==> config.mk <==
export PLATFORM = sky130hd
export DESIGN_NAME = bmp_header_parser_core
export DESIGN_NICKNAME = d
export VERILOG_FILES = /design/src/rtl/bhp_pkg.sv /design/src/rtl/bmp_header_parser_core.sv
export SDC_FILE = /design/constraint.sdc
export NUM_CORES = 2
export LEC_CHECK = 0
export ABC_AREA = 1
export BUFFER_PORTS_ARGS = -buffer_cell sky130_fd_sc_hd__buf_2
export CAP_MARGIN = 20
export CORE_AREA = 2 2 475 477
export CTS_CLUSTER_DIAMETER = 100
export DETAILED_ROUTE_END_ITERATION = 16
export DIE_AREA = 0 0 477 479
export SLEW_MARGIN = 20
export SYNTH_ARGS = -nofsm -noshare
export SYNTH_HDL_FRONTEND = slang
export SYNTH_SLANG_ARGS = --single-unit
==> constraint.sdc <==
create_clock -name clock -period 29.1 [get_ports clock]
set_clock_uncertainty 0.2 [all_clocks]
set_input_delay 0 -clock clock [delete_from_list [all_inputs] [get_ports clock]]
set_output_delay 0 -clock clock [all_outputs]
set_load 0.05 [all_outputs]
==> src/rtl/bhp_pkg.sv <==
// ---------------------------------------------------------------------------
// bhp_pkg
// Types, field positions and constants shared by the BMP header parser.
// ---------------------------------------------------------------------------
package bhp_pkg;

   // byte stream word
   typedef struct packed {
      logic [7:0] byte_value;
      logic       first_byte;
      logic       end_of_file;
   } bhp_req_type;

   // parse result word
   typedef struct packed {
      logic               status;
      logic signed [31:0] image_width;
      logic [31:0]        image_height;
      logic [3:0]         component_bits;
      logic [1:0]         component_count;
      logic [42:0]        horiz_dpi_q16;
      logic [42:0]        vert_dpi_q16;
   } bhp_rsp_type;

   localparam int BHP_MAX_HEADER_BYTES = 138;

   // status codes
   localparam logic BHP_STATUS_OK    = 1'b0;
   localparam logic BHP_STATUS_ERROR = 1'b1;

   // signature and header sizes
   localparam logic [7:0]  BHP_CHAR_B        = 8'h42;
   localparam logic [7:0]  BHP_CHAR_M        = 8'h4D;
   localparam logic [31:0] BHP_FILE_HDR      = 32'd14;
   localparam logic [31:0] BHP_CORE_HDR      = 32'd12;
   localparam logic [31:0] BHP_INFO_HDR      = 32'd40;
   localparam logic [31:0] BHP_INFO_V3_HDR   = 32'd64;
   localparam logic [31:0] BHP_INFO_V4_HDR   = 32'd108;
   localparam logic [31:0] BHP_INFO_V5_HDR   = 32'd124;
   localparam logic [2:0]  BHP_CORE_ENTRY    = 3'd3;
   localparam logic [2:0]  BHP_INFO_ENTRY    = 3'd4;
   localparam logic [15:0] BHP_BITS_TRUE     = 16'd24;

   // byte positions in the file
   localparam logic [7:0] BHP_POS_SIG_M      = 8'd1;
   localparam logic [7:0] BHP_POS_RESERVED   = 8'd6;
   localparam logic [7:0] BHP_POS_OFFSET     = 8'd10;
   localparam logic [7:0] BHP_POS_HDR_LEN    = 8'd14;
   localparam logic [7:0] BHP_POS_WIDTH      = 8'd18;
   localparam logic [7:0] BHP_POS_CORE_HGT   = 8'd20;
   localparam logic [7:0] BHP_POS_CORE_PLN   = 8'd22;
   localparam logic [7:0] BHP_POS_CORE_BITS  = 8'd24;
   localparam logic [7:0] BHP_POS_INFO_HGT   = 8'd22;
   localparam logic [7:0] BHP_POS_INFO_PLN   = 8'd26;
   localparam logic [7:0] BHP_POS_INFO_BITS  = 8'd28;
   localparam logic [7:0] BHP_POS_INFO_SKIP  = 8'd30;
   localparam logic [7:0] BHP_POS_HORIZ_PPM  = 8'd38;
   localparam logic [7:0] BHP_POS_VERT_PPM   = 8'd42;
   localparam logic [7:0] BHP_POS_PPM_END    = 8'd46;
   localparam logic [7:0] BHP_POS_LAST       = 8'd255;

   // dpi conversion: ppm * 127 * 65536 / 5000, rounded half up
   localparam logic [42:0] BHP_DPI_72_Q16    = 43'd4718592;
   localparam logic [46:0] BHP_ROUND_HALF    = 47'd2500;
   localparam logic [23:0] BHP_RECIP_5000    = 24'd13743896;
   localparam int          BHP_RECIP_SHIFT   = 36;

   // byte b in lane k contributes b * 5000 * quot(k) + b * rem(k)
   function automatic logic [34:0] bhp_lane_quot(input logic [1:0] lane);
      logic [34:0] q;
      unique case (lane)
         2'd0:    q = 35'd1664;
         2'd1:    q = 35'd426141;
         2'd2:    q = 35'd109092169;
         default: q = 35'd27927595345;
      endcase
      return q;
   endfunction

   function automatic logic [11:0] bhp_lane_rem(input logic [1:0] lane);
      logic [11:0] r;
      unique case (lane)
         2'd0:    r = 12'd3072;
         2'd1:    r = 12'd1432;
         2'd2:    r = 12'd1592;
         default: r = 12'd2552;
      endcase
      return r;
   endfunction

   // little-endian byte insert
   function automatic logic [31:0] bhp_put_lane32(input logic [31:0] acc,
                                                  input logic [1:0]  lane,
                                                  input logic [7:0]  b);
      logic [31:0] r;
      r = acc;
      r[lane*8 +: 8] = b;
      return r;
   endfunction

   function automatic logic [15:0] bhp_put_lane16(input logic [15:0] acc,
                                                  input logic        lane,
                                                  input logic [7:0]  b);
      logic [15:0] r;
      r = acc;
      r[lane*8 +: 8] = b;
      return r;
   endfunction

endpackage

==> src/rtl/bmp_header_parser_core.sv <==
// ---------------------------------------------------------------------------
// bmp_header_parser_core
// Parses the file and DIB headers of a BMP byte stream into image geometry.
// ---------------------------------------------------------------------------
// Takes one file byte per word on the req channel, one word per clock while
// the rsp side is not stalled, and returns at most one result word per file
// on the rsp channel: status 0 with width, absolute height, component format
// and Q.16 DPI once the last header byte is seen, or status 1 as soon as a
// check fails or end_of_file cuts the header short. A byte goes through the
// input register, then the single-pass byte decode into the result register;
// a stalled rsp side holds the req side through the result register. Bytes
// after a result are dropped until the next first_byte word, which restarts
// the parse at any time. DPI is built up exactly as quotient and remainder
// while the resolution bytes arrive, so the final rounding is one small multiply.
module bmp_header_parser_core #(
   parameter int MAX_HEADER_BYTES = bhp_pkg::BHP_MAX_HEADER_BYTES
) (
   input  logic                 clock,
   input  logic                 reset,
   input  logic                 req_valid,
   output logic                 req_ready,
   input  bhp_pkg::bhp_req_type req_data,
   output logic                 rsp_valid,
   input  logic                 rsp_ready,
   output bhp_pkg::bhp_rsp_type rsp_data
);
   import bhp_pkg::*;

   // pipeline registers
   logic        s1_valid_ff, s1_valid_in;
   bhp_req_type s1_data_ff,  s1_data_in;
   logic        rsp_valid_ff, rsp_valid_in;
   bhp_rsp_type rsp_data_ff,  rsp_data_in;

   // parse state
   logic [7:0]  byte_index_ff, byte_index_in;
   logic        finished_ff,   finished_in;
   logic [31:0] offset_ff,     offset_in;
   logic [31:0] hdr_len_ff,    hdr_len_in;
   logic [31:0] width_ff,      width_in;
   logic [31:0] height_ff,     height_in;
   logic [15:0] planes_ff,     planes_in;
   logic [15:0] bits_ff,       bits_in;
   logic [42:0] hq_ff,         hq_in;
   logic [22:0] hr_ff,         hr_in;
   logic [42:0] vq_ff,         vq_in;
   logic [22:0] vr_ff,         vr_in;

   logic        advance;
   logic        first;
   logic        active;
   logic        is_core;
   logic        fail;
   logic        done;
   logic        emit;
   logic [7:0]  b;
   logic [7:0]  idx;
   logic [1:0]  lane;
   logic [31:0] abs_height;
   logic [46:0] h_round;
   logic [46:0] v_round;
   logic [42:0] h_dpi;
   logic [42:0] v_dpi;

   function automatic logic hdr_ok(input logic [31:0] hs);
      logic known;
      known = (hs == BHP_CORE_HDR) || (hs == BHP_INFO_HDR) || (hs == BHP_INFO_V3_HDR)
           || (hs == BHP_INFO_V4_HDR) || (hs == BHP_INFO_V5_HDR);
      return known && (({1'b0, hs} + {1'b0, BHP_FILE_HDR}) <= 33'(MAX_HEADER_BYTES));
   endfunction

   // palette formats need room for at least one entry before the pixels
   function automatic logic bits_ok(input logic [15:0] bc, input logic [31:0] ofs,
                                    input logic [31:0] hl, input logic [2:0] entry);
      logic ok;
      if (bc == BHP_BITS_TRUE) begin
         ok = 1'b1;
      end else if (bc != 16'd1 && bc != 16'd4 && bc != 16'd8) begin
         ok = 1'b0;
      end else begin
         ok = {1'b0, ofs} >= ({1'b0, hl} + {1'b0, BHP_FILE_HDR} + {30'd0, entry});
      end
      return ok;
   endfunction

   // handshake
   assign advance   = s1_valid_ff && (!rsp_valid_ff || rsp_ready);
   assign req_ready = !s1_valid_ff || advance;
   assign rsp_valid = rsp_valid_ff;
   assign rsp_data  = rsp_data_ff;

   // input register
   always_comb begin
      s1_valid_in = s1_valid_ff;
      s1_data_in  = s1_data_ff;
      if (req_ready) begin
         s1_valid_in = req_valid;
         s1_data_in  = req_data;
      end
   end

   // dpi rounding from the quotient and remainder sums
   always_comb begin
      h_round    = ({24'd0, hr_ff} + BHP_ROUND_HALF) * {23'd0, BHP_RECIP_5000};
      v_round    = ({24'd0, vr_ff} + BHP_ROUND_HALF) * {23'd0, BHP_RECIP_5000};
      h_dpi      = hq_ff + {32'd0, h_round[46:BHP_RECIP_SHIFT]};
      v_dpi      = vq_ff + {32'd0, v_round[46:BHP_RECIP_SHIFT]};
   end

   // byte decode
   always_comb begin
      first = s1_data_ff.first_byte;
      b     = s1_data_ff.byte_value;
      active = first || !finished_ff;
      idx   = first ? 8'd0 : byte_index_ff;

      offset_in = first ? '0 : offset_ff;
      hdr_len_in = first ? '0 : hdr_len_ff;
      width_in  = first ? '0 : width_ff;
      height_in = first ? '0 : height_ff;
      planes_in = first ? '0 : planes_ff;
      bits_in   = first ? '0 : bits_ff;
      hq_in     = first ? '0 : hq_ff;
      hr_in     = first ? '0 : hr_ff;
      vq_in     = first ? '0 : vq_ff;
      vr_in     = first ? '0 : vr_ff;

      is_core = (hdr_len_in == BHP_CORE_HDR);
      lane    = 2'd0;
      fail    = 1'b0;
      done    = 1'b0;

      priority if (idx == 8'd0) begin
         fail = (b != BHP_CHAR_B);
      end else if (idx == BHP_POS_SIG_M) begin
         fail = (b != BHP_CHAR_M);
      end else if (idx < BHP_POS_RESERVED) begin
         fail = 1'b0;
      end else if (idx < BHP_POS_OFFSET) begin
         fail = (b != 8'd0);
      end else if (idx < BHP_POS_HDR_LEN) begin
         offset_in = bhp_put_lane32(offset_in, 2'(idx - BHP_POS_OFFSET), b);
      end else if (idx < BHP_POS_WIDTH) begin
         hdr_len_in = bhp_put_lane32(hdr_len_in, 2'(idx - BHP_POS_HDR_LEN), b);
         fail = (idx == BHP_POS_WIDTH - 8'd1) && !hdr_ok(hdr_len_in);
      end else if (is_core) begin
         // core header: 16-bit width and height
         priority if (idx < BHP_POS_CORE_HGT) begin
            width_in = bhp_put_lane32(width_in, 2'(idx - BHP_POS_WIDTH), b);
            fail = (idx == BHP_POS_CORE_HGT - 8'd1) && (width_in == 32'd0);
         end else if (idx < BHP_POS_CORE_PLN) begin
            height_in = bhp_put_lane32(height_in, 2'(idx - BHP_POS_CORE_HGT), b);
            fail = (idx == BHP_POS_CORE_PLN - 8'd1) && (height_in == 32'd0);
         end else if (idx < BHP_POS_CORE_BITS) begin
            planes_in = bhp_put_lane16(planes_in, 1'(idx - BHP_POS_CORE_PLN), b);
            fail = (idx == BHP_POS_CORE_BITS - 8'd1) && (planes_in != 16'd1);
         end else begin
            bits_in = bhp_put_lane16(bits_in, 1'(idx - BHP_POS_CORE_BITS), b);
            if (idx == BHP_POS_CORE_BITS + 8'd1) begin
               fail = !bits_ok(bits_in, offset_in, hdr_len_in, BHP_CORE_ENTRY);
               done = !fail;
            end
         end
      end else begin
         // info headers: 32-bit width and height, resolution fields
         priority if (idx < BHP_POS_INFO_HGT) begin
            width_in = bhp_put_lane32(width_in, 2'(idx - BHP_POS_WIDTH), b);
            fail = (idx == BHP_POS_INFO_HGT - 8'd1) && (width_in == 32'd0);
         end else if (idx < BHP_POS_INFO_PLN) begin
            height_in = bhp_put_lane32(height_in, 2'(idx - BHP_POS_INFO_HGT), b);
            fail = (idx == BHP_POS_INFO_PLN - 8'd1) && (height_in == 32'd0);
         end else if (idx < BHP_POS_INFO_BITS) begin
            planes_in = bhp_put_lane16(planes_in, 1'(idx - BHP_POS_INFO_PLN), b);
            fail = (idx == BHP_POS_INFO_BITS - 8'd1) && (planes_in != 16'd1);
         end else if (idx < BHP_POS_INFO_SKIP) begin
            bits_in = bhp_put_lane16(bits_in, 1'(idx - BHP_POS_INFO_BITS), b);
            fail = (idx == BHP_POS_INFO_SKIP - 8'd1)
                && !bits_ok(bits_in, offset_in, hdr_len_in, BHP_INFO_ENTRY);
         end else begin
            if (idx >= BHP_POS_HORIZ_PPM && idx < BHP_POS_VERT_PPM) begin
               lane  = 2'(idx - BHP_POS_HORIZ_PPM);
               hq_in = hq_in + ({35'd0, b} * {8'd0, bhp_lane_quot(lane)});
               hr_in = hr_in + ({15'd0, b} * {11'd0, bhp_lane_rem(lane)});
            end else if (idx >= BHP_POS_VERT_PPM && idx < BHP_POS_PPM_END) begin
               lane  = 2'(idx - BHP_POS_VERT_PPM);
               vq_in = vq_in + ({35'd0, b} * {8'd0, bhp_lane_quot(lane)});
               vr_in = vr_in + ({15'd0, b} * {11'd0, bhp_lane_rem(lane)});
            end
            done = ({24'd0, idx} == hdr_len_in + BHP_FILE_HDR - 32'd1);
         end
      end

      emit = active && (fail || done || s1_data_ff.end_of_file);
      byte_index_in = (idx == BHP_POS_LAST) ? idx : idx + 8'd1;
      finished_in   = emit;
   end

   // result word
   always_comb begin
      abs_height = height_ff[31] ? (32'd0 - height_ff) : height_ff;

      rsp_data_in = '0;
      rsp_data_in.status = BHP_STATUS_ERROR;
      if (done && !fail) begin
         rsp_data_in.status          = BHP_STATUS_OK;
         rsp_data_in.image_width     = width_ff;
         rsp_data_in.image_height    = is_core ? abs_height
                                     : (height_in[31] ? (32'd0 - height_in) : height_in);
         rsp_data_in.component_bits  = (bits_in == BHP_BITS_TRUE) ? 4'd8 : bits_in[3:0];
         rsp_data_in.component_count = (bits_in == BHP_BITS_TRUE) ? 2'd3 : 2'd1;
         rsp_data_in.horiz_dpi_q16   = is_core ? BHP_DPI_72_Q16 : h_dpi;
         rsp_data_in.vert_dpi_q16    = is_core ? BHP_DPI_72_Q16 : v_dpi;
         if (is_core) begin
            rsp_data_in.image_width = width_ff;
         end
      end

      rsp_valid_in = rsp_valid_ff && !rsp_ready;
      if (advance && emit) begin
         rsp_valid_in = 1'b1;
      end
   end

   // control registers
   always_ff @(posedge clock) begin
      if (reset) begin
         s1_valid_ff   <= 1'b0;
         rsp_valid_ff  <= 1'b0;
         byte_index_ff <= '0;
         finished_ff   <= 1'b1;
      end else begin
         s1_valid_ff  <= s1_valid_in;
         rsp_valid_ff <= rsp_valid_in;
         if (advance && active) begin
            byte_index_ff <= byte_index_in;
            finished_ff   <= finished_in;
         end
      end
   end

   // payload and field registers
   always_ff @(posedge clock) begin
      s1_data_ff <= s1_data_in;
      if (advance && emit) begin
         rsp_data_ff <= rsp_data_in;
      end
      if (advance && active) begin
         offset_ff  <= offset_in;
         hdr_len_ff <= hdr_len_in;
         width_ff   <= width_in;
         height_ff  <= height_in;
         planes_ff  <= planes_in;
         bits_ff    <= bits_in;
         hq_ff      <= hq_in;
         hr_ff      <= hr_in;
         vq_ff      <= vq_in;
         vr_ff      <= vr_in;
      end
   end

endmodule
# Yosys cells after proc, flatten, opt, wreduce, memory -nomap -nowiden
# Cells that the tools add are included.
# word_totals
reg_bits,470
output_inout_bits,159
# classes
multipliers,6
magnitude_cmp,17
mux,248
addsub,36
shift,18
n_eq_ne,33
n_reduce_logical,47
bitwise,1
# ops
cell,n
$mux 43,29
$mux 32,38
$mux 35,25
$mux 23,27
$mux 16,29
$mux 12,25
$pmux 35 s3,2
$neg 5->34,5
$shift 8x34->32 const A,5
$shiftx 8x34->32,5
$bwmux 32,5
$mux 157,1
$neg 4->34,4
$shift 8x34->16 const A,4
$shiftx 8x34->16,4
$eq 32x7->1 const B,3
$logic_not 32->1,3
$mul 24x21->44 const B,2
$add 43x11->43,2
$add 43x43->43,2
$mul 8x35->43,2
$pmux 12 s3,2
$add 32x4->33 const B,2
$ge 32x33->1,2
other kinds (44),178

# Longest topological paths before layout
# logic_depth
word_depth,39
mapped_depth,57

# Worst setup path before layout
# Ideal clock, no wire load.
# synth_timing
path_type,register -> register
from,register s1_data_ff (netlist bit first)
to,register rsp_data_ff (netlist bit rsp_data[0]) (enable)
n_path_buf,4
arrival_time_ns,18.570
slack_ns,9.843
stages_incl_launch_ff,9
required_time_ns,28.413
synth_period_minus_slack_ns,19.257
path_cell_list,edfxtp_1 buf_4 buf_2 buf_1 clkbuf_1 nor2_1 nor2_1 nand2_1 inv_1
# synth_via
elab_chain_cells,38
word_cells_on_any_way,175
classes_between,21 x add/sub; 13 x order compare; 25 x eq/ne; 16 x shift; 71 x mux; 29 x reduce/logical
# synth_rtl
item,line_no,text
from (decl),bmp_header_parser_core.sv:31,"bhp_req_type s1_data_ff, s1_data_in;"
from (signal assigned),bmp_header_parser_core.sv:243,s1_data_ff <= s1_data_in;
branches (longest 36 deep; another with $add 32x4->33),n/a,
$logic_and 1x1->1 *,bmp_header_parser_core.sv:193,emit = active && (fail || done || s1_data_ff.end_of_file);
$logic_and 1x1->1 *,bmp_header_parser_core.sv:244,if (advance && emit) begin
to (signal assigned),bmp_header_parser_core.sv:245,rsp_data_ff <= rsp_data_in;
to (decl),bmp_header_parser_core.sv:33,"bhp_rsp_type rsp_data_ff, rsp_data_in;"
# Every way passes the cells marked *. The select of a mux whose other input is x is not followed.
# A chain may end at the register's enable or synchronous reset.

# Worst setup path in the final report
# layout_timing
from,register vr_ff[2]
to,"register rsp_data_ff (netlist bit rsp_data[37]), data pin"
# layout_via
elab_chain_cells,3
# layout_rtl
item,line_no,text
from (decl),bmp_header_parser_core.sv:47,"logic [22:0] vr_ff, vr_in;"
from (signal assigned),bmp_header_parser_core.sv:257,vr_ff <= vr_in;
$add 23x12->24,bmp_header_parser_core.sv:105,"v_round = ({24'd0, vr_ff} + BHP_ROUND_HALF) * {23'd0, BHP_RECIP_5000};"
$mul 24x21->44,bmp_header_parser_core.sv:105,
$add 43x11->43,bmp_header_parser_core.sv:107,"v_dpi = vq_ff + {32'd0, v_round[46:BHP_RECIP_SHIFT]};"
# Every way passes these cells.

==> impl_metrics.tcl <==
set metrics [dict create \
    drtPass1Iterations 8 \
    crit_family "simple AND/OR/NAND/NOR gates" \
    worst-path-buf-inv 7 \
    finalSetupViolCount 0 \
    min_path_type "input pin to flip-flop" \
    grt_pass1_wl_mm 350 \
    pwr-share-comb_pct 76.8 \
    syn-instance-count 8203 \
    slew_headroom_pct 21.2 \
    drv_slew 0 \
    grt_max_degree 157 \
    antenna_found_initial 10 \
    port_buffers 172 \
    rows 174 \
    grt_overflow_total 0 \
    fin_nets 9868 \
    grt_pass1_vias 56800 \
    drv_cap 0 \
    rsz0062_at_grt "false" \
    post-dp-hpwl_mm 194 \
    cts_tree "built" \
    final_cells 11400 \
    crit_path_end_kind "flip-flop" \
    clkPwrFrac_pct 10.9 \
    final_hold_viol_count 0 \
    min_period_ns 12.15 \
    synth-seq-cells 470 \
    seq_area_sq_um 14000 \
    area_delta_synth_final_pct 9.84 \
    fp.dieH_microns 479 \
    cts_setup_buffers 0 \
    place_inst 11300 \
    die_w_microns 477 \
    grtUsageTotal_pct 20.1 \
    cts.root.buffer_cell "clkbuf_16" \
    synthArstFlopShare_pct 0 \
    clock.fmax_ghz 0.0823 \
    synth_cell_types 73 \
    numClockSinks 470 \
    pre_cts_slack_ns 16.99 \
    p_int_mw 2.99 \
    dieArea_sq_um 228000 \
    p_sw_share_pct 53.5 \
    fin_crit_sh_pct 41.7 \
    seqPwrFrac_pct 12.3 \
    max_slew.worst_pin.slew_ns 1.18 \
    ys_warn_count 0 \
    drt_iter0_markers 5165 \
    dr_total_vias 56500 \
    gp_congestion 0.989 \
    clk_pin_slew_ns 0.06 \
    wl_per_cell_microns 20.5 \
    start_util_pct 29.8 \
    tns_ns 0 \
    ctsLongestPathBuffers 3 \
    crit_type "flip-flop to flip-flop" \
    multi_input_area_sq_um 44800 \
    nFillCells 23700 \
    status "completed" \
    drc 0 \
    antenna_left 0 \
    setup_ws_ns 16.95 \
    cpMostUsedCell "nand2_1" \
    coreArea_sq_um 224000 \
    ys.flop_type "edfxtp_1" \
    routed_wl_mm 234 \
    cp_data_arrival_time_ns 12.40 \
    cts_buffers 57 \
    clock_latency_ns 0.74 \
    synth_area_sq_um 66600 \
    drive_gt1_share_pct 5.43 \
    ios 173 \
    slowest_stage "xor2_1" \
    power.net_switching_mw 3.44 \
    critPathLaunchType "flip-flop" \
    worst-endpoint-required_ns 29.36 \
    synth_edf_count 459 \
    viasPerCell 4.95 \
    cellLeakagePower_nw 35.5 \
    critPathMaxStageDelay_ns 0.66 \
    avgSynthCellArea_sq_um 8.11 \
    ir_drop_uv 186 \
    cts_max_level 2 \
    power_density_nw_per_um2 88.0 \
    power_mw 6.43 \
    fin_util_pct 32.7 \
    worstPathMaxFanout 7 \
    synth-seq-area-share_pct 21.0 \
]
## metal layers
metal  wire length [microns]  share of wire [%]  track usage, %  vias to the layer above
met5                      48              0.020               0                        -
met3                   14700                6.3            2.96                      461
li1                        -                  -               -                    26600
met1                   98100                 42            25.6                    27600
met4                   12400                5.3            9.09                        8
met2                  109000                 47            33.5                     1916
## synth_stat cells, drive strengths merged, types with 7 or more instances
library cell	n	area share, %
inv	1886	11
nand2	1196	6.8
nor2	880	5.0
ha	779	15
fa	708	21
a21oi	470	3.6
edfxtp	459	21
o21ai	453	3.4
nand3	230	1.8
xor2	217	2.9
nor3	123	0.99
clkbuf	107	0.60
nand4	92	0.87
o22ai	89	0.86
xnor2	75	0.99
nor4	65	0.62
buf	52	0.44
a31oi	46	0.43
o21a	31	0.35
o21bai	30	0.34
or2	27	0.25
nor3b	25	0.28
a21o	22	0.25
mux2	14	0.24
o31ai	14	0.16
nand3b	12	0.14
o211ai	12	0.14
dfxtp	11	0.33
o221ai	10	0.13
a211oi	8	0.090
and3	8	0.075
a21boi	7	0.079
## path summary, 6_finish.rpt
check               from               end  slack (ns)  depth (start not counted)
min                reset  byte_index_ff[0]        0.07                          4
min reg2reg  finished_ff       finished_ff        0.28                          2
max             vr_ff[2]      rsp_data[37]       16.95                         49
max reg2reg     vr_ff[2]      rsp_data[37]       16.95                         49
## cell type report
class / count / share of cell area (%)
Antenna cell: 7 / 0.0240
Clock buffer: 69 / 2.01
Clock inverter: 37 / 0.388
Inverter: 1891 / 9.73
Multi-Input combinational cell: 5684 / 61.3
Sequential cell: 470 / 19.2
Tap cell: 2992 / 5.12
Timing Repair Buffer: 263 / 2.26
## registers in the layout, indices dropped and copies added (netlist names)
register,flops
b,8
bits_ff,16
byte_index_ff,8
finished_ff,1
first,1
hdr_len_ff,32
height_ff,32
hq_ff,43
hr_ff,23
offset_ff,32
planes_ff,16
rsp_data,157
rsp_valid,1
s1_data_ff,1
s1_valid_ff,1
vq_ff,43
vr_ff,23
width_ff,32
## power groups by stage
stage	Combinational, mW	Sequential, mW	Clock (mW)
3_5_place_dp	4.90	0.806	0
2_1_floorplan	3.66	0.841	0
4_1_cts	4.94	0.792	0.716
6_report	4.94	0.792	0.702
5_1_grt	5.66	0.795	0.738
3_3_place_gp	4.86	0.806	0
## layout by cell type, fill, tap and decap left out, types with 217 or more instances in the layout
cell type,instances
inv_1,1869
nand2_1,1178
nor2_1,861
ha_1,777
fa_1,708
edfxtp_1,459
a21oi_1,452
o21ai_0,442
nand3_1,225
xor2_1,217
## cell families after synthesis
kind of cell | Yosys count | synth area share [%]
other cells | 2 | 0.0113
compound gates | 1223 | 10.3
fa+ha+maj | 1487 | 35.9
simple gates | 2664 | 16.9
xor+xnor | 292 | 3.84
buf+inv | 2050 | 11.7
flops | 470 | 21.0
mux | 15 | 0.252
## repair_timing
action                                 in CTS  in global routing
resized for setup                           0                  0
endpoints found under the hold margin      31                  0
hold buffers                               28                  0
## per-stage QoR
step	hold slack, ns	area, sq um
6_report	0.0657	73100
5_1_grt	0.0628	73100
4_1_cts	0.0204	73100
3_5_place_dp	-0.0217	71000
3_3_place_gp	-0.0224	71000
2_1_floorplan	-0.101	66600
## worst min-delay path: stages
cell and delay [ns]:
dlygate4sd3_1 0.54, buf_2 0.23, a31oi_1 0.06, o21a_1 0.10
Note: power is estimated with default switching activity, not from simulation.
